<file path="src/rtl/core/pspd_pkg.sv">
package pspd_pkg;

  localparam int MAX_ITEMS_DEF      = 64;
  localparam int DATA_W             = 32;
  localparam int POS_W              = 6;
  localparam int SHORT_PERIOD_LIMIT = 4;

  typedef struct packed {
    logic signed [DATA_W-1:0] item_first;
    logic signed [DATA_W-1:0] item_second;
    logic                     item_last;
  } item_t;

  typedef struct packed {
    logic signed [DATA_W-1:0] entry_first;
    logic signed [DATA_W-1:0] entry_second;
    logic                     entry_valid;
    logic                     fully_periodic;
    logic [POS_W-1:0]         mismatch_position;
    logic                     overflowed;
    logic                     result_last;
  } result_t;

  typedef enum logic [3:0] {
    S_LOAD,
    S_FIND_RD,
    S_FIND_CMP,
    S_VER_RD,
    S_VER_CMP,
    S_DECIDE,
    S_EMIT_RD,
    S_EMIT_WR,
    S_STATUS
  } state_t;

  typedef struct packed {
    logic load;         // store the transferred item
    logic find_init;    // start the period search
    logic rd_find;      // read pair idx against pair zero
    logic find_next;
    logic set_period;
    logic rd_ver;       // read pair idx against pair idx mod period
    logic ver_next;
    logic set_fail;
    logic decide;       // apply the short-period forgiveness
    logic rd_emit;
    logic emit_next;
    logic load_entry;
    logic load_status;
    logic finish;       // empty the store for the next run
  } cmd_t;

  typedef struct packed {
    logic idx_end;
    logic pair_eq;
    logic out_free;
    logic drop;
    logic emit_end;
  } sts_t;

endpackage

</file>
<file path="src/rtl/core/pspd_ctrl.sv">
module pspd_ctrl (
  input  logic          clk,
  input  logic          rst,
  input  logic          item_valid,
  input  logic          item_last,
  output logic          item_ready,
  input  pspd_pkg::sts_t sts,
  output pspd_pkg::cmd_t cmd
);
  import pspd_pkg::*;

  state_t state;
  state_t state_next;

  always_ff @(posedge clk) begin
    if (rst) begin
      state <= S_LOAD;
    end else begin
      state <= state_next;
    end
  end

  always_comb begin
    state_next = state;
    case (state)
      S_LOAD: begin
        if (item_valid && item_last) state_next = S_FIND_RD;
      end
      S_FIND_RD: begin
        state_next = sts.idx_end ? S_STATUS : S_FIND_CMP;
      end
      S_FIND_CMP: begin
        state_next = sts.pair_eq ? S_VER_RD : S_FIND_RD;
      end
      S_VER_RD: begin
        state_next = sts.idx_end ? S_DECIDE : S_VER_CMP;
      end
      S_VER_CMP: begin
        state_next = sts.pair_eq ? S_VER_RD : S_DECIDE;
      end
      S_DECIDE: begin
        state_next = sts.drop ? S_STATUS : S_EMIT_RD;
      end
      S_EMIT_RD: begin
        state_next = S_EMIT_WR;
      end
      S_EMIT_WR: begin
        if (sts.out_free) state_next = sts.emit_end ? S_LOAD : S_EMIT_RD;
      end
      S_STATUS: begin
        if (sts.out_free) state_next = S_LOAD;
      end
      default: state_next = S_LOAD;
    endcase
  end

  always_comb begin
    cmd        = '0;
    item_ready = 1'b0;
    case (state)
      S_LOAD: begin
        item_ready    = 1'b1;
        cmd.load      = item_valid;
        cmd.find_init = item_valid && item_last;
      end
      S_FIND_RD: begin
        cmd.rd_find = !sts.idx_end;
      end
      S_FIND_CMP: begin
        cmd.set_period = sts.pair_eq;
        cmd.find_next  = !sts.pair_eq;
      end
      S_VER_RD: begin
        cmd.rd_ver = !sts.idx_end;
      end
      S_VER_CMP: begin
        cmd.ver_next = sts.pair_eq;
        cmd.set_fail = !sts.pair_eq;
      end
      S_DECIDE: begin
        cmd.decide = 1'b1;
      end
      S_EMIT_RD: begin
        cmd.rd_emit = 1'b1;
      end
      S_EMIT_WR: begin
        cmd.load_entry = sts.out_free;
        cmd.emit_next  = sts.out_free && !sts.emit_end;
        cmd.finish     = sts.out_free && sts.emit_end;
      end
      S_STATUS: begin
        cmd.load_status = sts.out_free;
        cmd.finish      = sts.out_free;
      end
      default: begin
        cmd = '0;
      end
    endcase
  end

endmodule

</file>
<file path="config.mk">
export PLATFORM = sky130hd
export DESIGN_NAME = pspd_ctrl
export DESIGN_NICKNAME = d
export VERILOG_FILES = /design/src/rtl/core/pspd_pkg.sv /design/src/rtl/core/pspd_ctrl.sv
export SDC_FILE = /design/constraint.sdc
export NUM_CORES = 1
export LEC_CHECK = 0
export BUFFER_PORTS_ARGS = -buffer_cell sky130_fd_sc_hd__clkbuf_2
export CAP_MARGIN = 20
export CORE_AREA = 2 2 39 41
export CTS_CLUSTER_SIZE = 14
export DETAILED_ROUTE_END_ITERATION = 8
export DIE_AREA = 0 0 41 43
export SYNTH_ARGS = -nofsm -noshare
export SYNTH_HDL_FRONTEND = slang
export SYNTH_SLANG_ARGS = --single-unit
</file>
<file path="constraint.sdc">
create_clock -name clk -period 1.7 [get_ports clk]
set_clock_uncertainty 0.1 [all_clocks]
set_input_delay 0.085 -clock clk [delete_from_list [all_inputs] [get_ports clk]]
set_output_delay 0.085 -clock clk [all_outputs]
set_load 0.01 [all_outputs]
</file>
==> metrics list <==
- At the pin with the least slew margin, the transition time is roughly 0.38 ns.
- Measured on the finished design, the core utilization comes to a little under half.
* Worst skew pair latency: 0.23 ns
- Instance area at placement: between 500 and 600 um^2
* Initial antenna violation count: 0
- For flop-to-flop paths, the worst setup slack is ~0.1 ns.
- Across the run, the number of max-cap violations was 0.
- The post-route netlist has between 50% and 60% of its cells at a drive strength greater than 1.
- For the worst setup path, the data required time is ~1.5 ns.
- VDD sags by at most 0.293 mV.
- Register ranked first by flip-flop count: state
- Startpoint Class: flop
- Entering global routing, the biggest net connects 14 pins.
- CP max stage cell: or3b_4
- Residual DRC count: 0
- The register with the most flip-flops in the layout has 4 of them.
* Areal power density over the cells: 462 mW/mm^2
* Number of fillers in the final layout: ~130
- Root cell of the clock tree: clkbuf_4
- Global routing met2 resource utilization: 18.4%
- Once detail routing completed, the nets flagged for antenna violations numbered 0.
* Setup slack at placement: around 0.15 ns
- Via density: between 5 and 6
* Instance count along the most critical hold path: 4
- Number of failing hold endpoints at the final stage: 0
- Mapped Avg Cell Area: 7.60 um^2
- Total track usage: about an eighth
- In this run, CTS created clock tree buffers numbering 3.
- Across all layers, the routed design uses between 500 and 600 vias.
- No sink is reached through more buffers than the 2 on the longest clock path.
- Buf/Inv on CP: 2
* Final Instance Count excl. Fillers: 101
- The first global-routing pass estimated about 1600 um of wire.
* Final slew viol count: 0
- Setup slack closes at 0.0388 ns.
* Clock sink count: 4
- Starting Density: 29.1%
* Initial DRC Count: 8
* Leakage power of the design: 0.291 nW
* Met3 demand-to-capacity share in global routing: 1.57%
- Critical-path maximum fanout: 9
- Dpl cells: 94
- The signal on the critical path passes through buf_4, or3b_4, nor3_4, buf_2.
- Number of iterations in the first detailed-routing pass: 4
- Total I/O pin count: 24
- Summed over all layers, the global routing overflow is 0.
- The finished cells cover about 660 um^2.
- Largest incremental delay on the critical path: ~0.39 ns
* Syn Nets: 62
- Height of the die: approximately 43 um
* Share of the cycle needed by the critical path after routing: ~98%
* Slew margin rel.: 74.3%
- During synthesis, Yosys emitted a total of 0 warnings.
- The final layout contains 96 nets.
* Most congested layer reported by global routing: met2
- Buffers placed on the I/O ports in this run total 23.
- Broken down by cell family, the worst path's largest delay share belongs to simple AND/OR/NAND/NOR gates.
* Cell count after synthesis: 53
- CTS clk-pin slew, worst paths: approximately 0.040 ns
- The region available for standard cell placement spans roughly 0.0014 mm^2.
* DP Wirelength: about 850 um
* Path length in cells of the critical path: 4
- Hold crit path type: in2reg
- At the worst endpoint, the arrival time is 1.48 ns.
- Number of global-route vias before repair: 406
- The floorplan step defined a die boundary enclosing about 0.0018 mm^2.
- Startpoint-to-endpoint class of the critical path: reg2out
- Time the worst path needs with I/O delays and setup: about 1.7 ns
* Diode insertion count for antenna repair: 0
* Total of flip-flops plus latches after synthesis: 4
- Setup violations remaining at the end of the flow were counted as 0.
- Final total power: between 0.0003 and 0.0004 W
* FP Rows: 14
- Proportion of synthesized chip area in sequential cells: approximately 20%
- Met1 track demand over resource: about 17%
- STA classifies the critical path endpoint as an output pin.
- In the final routed layout, each cell accounts on average for 11.8 um.
- The synthesized netlist occupies a cell area of slightly above 400 um^2.
- The floorplan step set the die width to 41 um.
- Largest registers ranked by flip-flop count: state x4
- TritonCTS built the clock tree.
* Outcome: completed
* Final weighted congestion in routability-driven placement: ~0.71
- R2R depth: 6
- Final WL: between 1000 and 1500 um
- In this run the number of H-tree levels came out at 1.
- The number of different library cells used by synthesis comes to 29.
* Area Growth Syn to Fin: 64.0%
- Static timing analysis puts the maximum clock frequency at ~600 MHz.
==> layer usage <==
layer  routed length [um]  part of all wire [%]
met5                    0                     0
met4                    0                     0
met3                   99                   8.3
met2                  579                    48
met1                  515                    43
==> worst reg2reg max path, stage by stage, from the launching register on <==
cell and delay (ns):
dfxtp_4 0.36, buf_4 0.16, or3b_4 0.39, nor3_4 0.18, buf_4 0.13, o31ai_1 0.06
a21oi_1 0.15
==> cells in the mapped netlist <==
master,count,share of area (%)
a2111oi_0,1,2.2
and2_1,3,4.7
o21ai_0,1,1.2
a21oi_1,5,6.2
mux2_2,1,2.8
clkbuf_1,1,0.93
nand2b_1,1,1.6
o31ai_1,1,1.9
nor2b_1,2,3.1
nor4b_1,3,6.5
nor4_1,3,4.7
nor2_1,5,4.7
nand3_1,2,2.5
nand3b_1,2,3.7
dfxtp_1,4,20
nand2_1,1,0.93
o2111a_1,1,2.8
nor3_2,1,2.5
xnor2_1,1,2.2
buf_2,3,3.7
or3b_1,1,2.2
and3_1,2,3.1
a211oi_1,1,1.9
inv_1,2,1.9
a211o_1,1,2.2
and4b_1,1,2.5
or4b_1,1,2.5
a32oi_1,1,2.2
nor4_2,1,3.1
==> logic make-up (layout without fill, tap and decap cells) <==
kind of cell,after synthesis,count (layout),share of synthesized area [%]
XOR/XNOR,1,1,2.17
buffers and inverters,6,38,6.52
AND/OR/NAND/NOR,29,29,48.1
multiplexers,1,1,2.79
flip-flops,4,4,19.9
AO/OA/AOI/OAI,12,12,20.5
==> through the flow <==
step                      hold WS, ns  setup TNS (ns)
after global placement          0.209               0
final                           0.145               0
after CTS                       0.140               0
after detailed placement        0.204               0
after global routing            0.174        -0.00652
after floorplan                0.0541               0
==> path summary, 6_finish.rpt <==
path                                            start                     to
worst max-delay path            state[2]$_SDFFE_PP0P_                cmd[11]
worst min-delay path                           sts[2]  state[3]$_SDFFE_PP0P_
worst max register to register  state[2]$_SDFFE_PP0P_  state[1]$_SDFFE_PP0P_
worst min register to register  state[3]$_SDFFE_PP0P_  state[1]$_SDFFE_PP0P_
==> layout by cell type, fill, tap and decap left out, drive strengths merged, types with 2 or more instances in the layout <==
master and count:
a21oi 5, and2 3, and3 2, buf 10
clkbuf 25, dfxtp 4, inv 2, nand3 2
nand3b 2, nor2 5, nor2b 2, nor4 4
nor4b 3
==> final cells by class <==
cell class,count,area (um^2),area share [%]
clock buffer,3,22.5,3.41
inverter,2,7.51,1.14
multi-input combinational,43,322,48.7
sequential,4,92.6,14.0
tap,16,20.0,3.03
timing repair buffer,33,196,29.7
==> where the power goes <==
group / internal (W) / switching [W]
sequential: 0.0000954 / 0.0000106
combinational: 0.0000451 / 0.0000388
clock: 0.0000788 / 0.0000363
total: 0.000219 / 0.0000857
==> repair_timing <==
item,CTS,global route
hold buffers,1,0
setup endpoints to repair,4,6
endpoints found under the hold margin,4,0
buffers inserted,0,3
gates resized for setup,4,10
pin swaps,0,2
No activity file was read; power rests on OpenSTA's default activity.
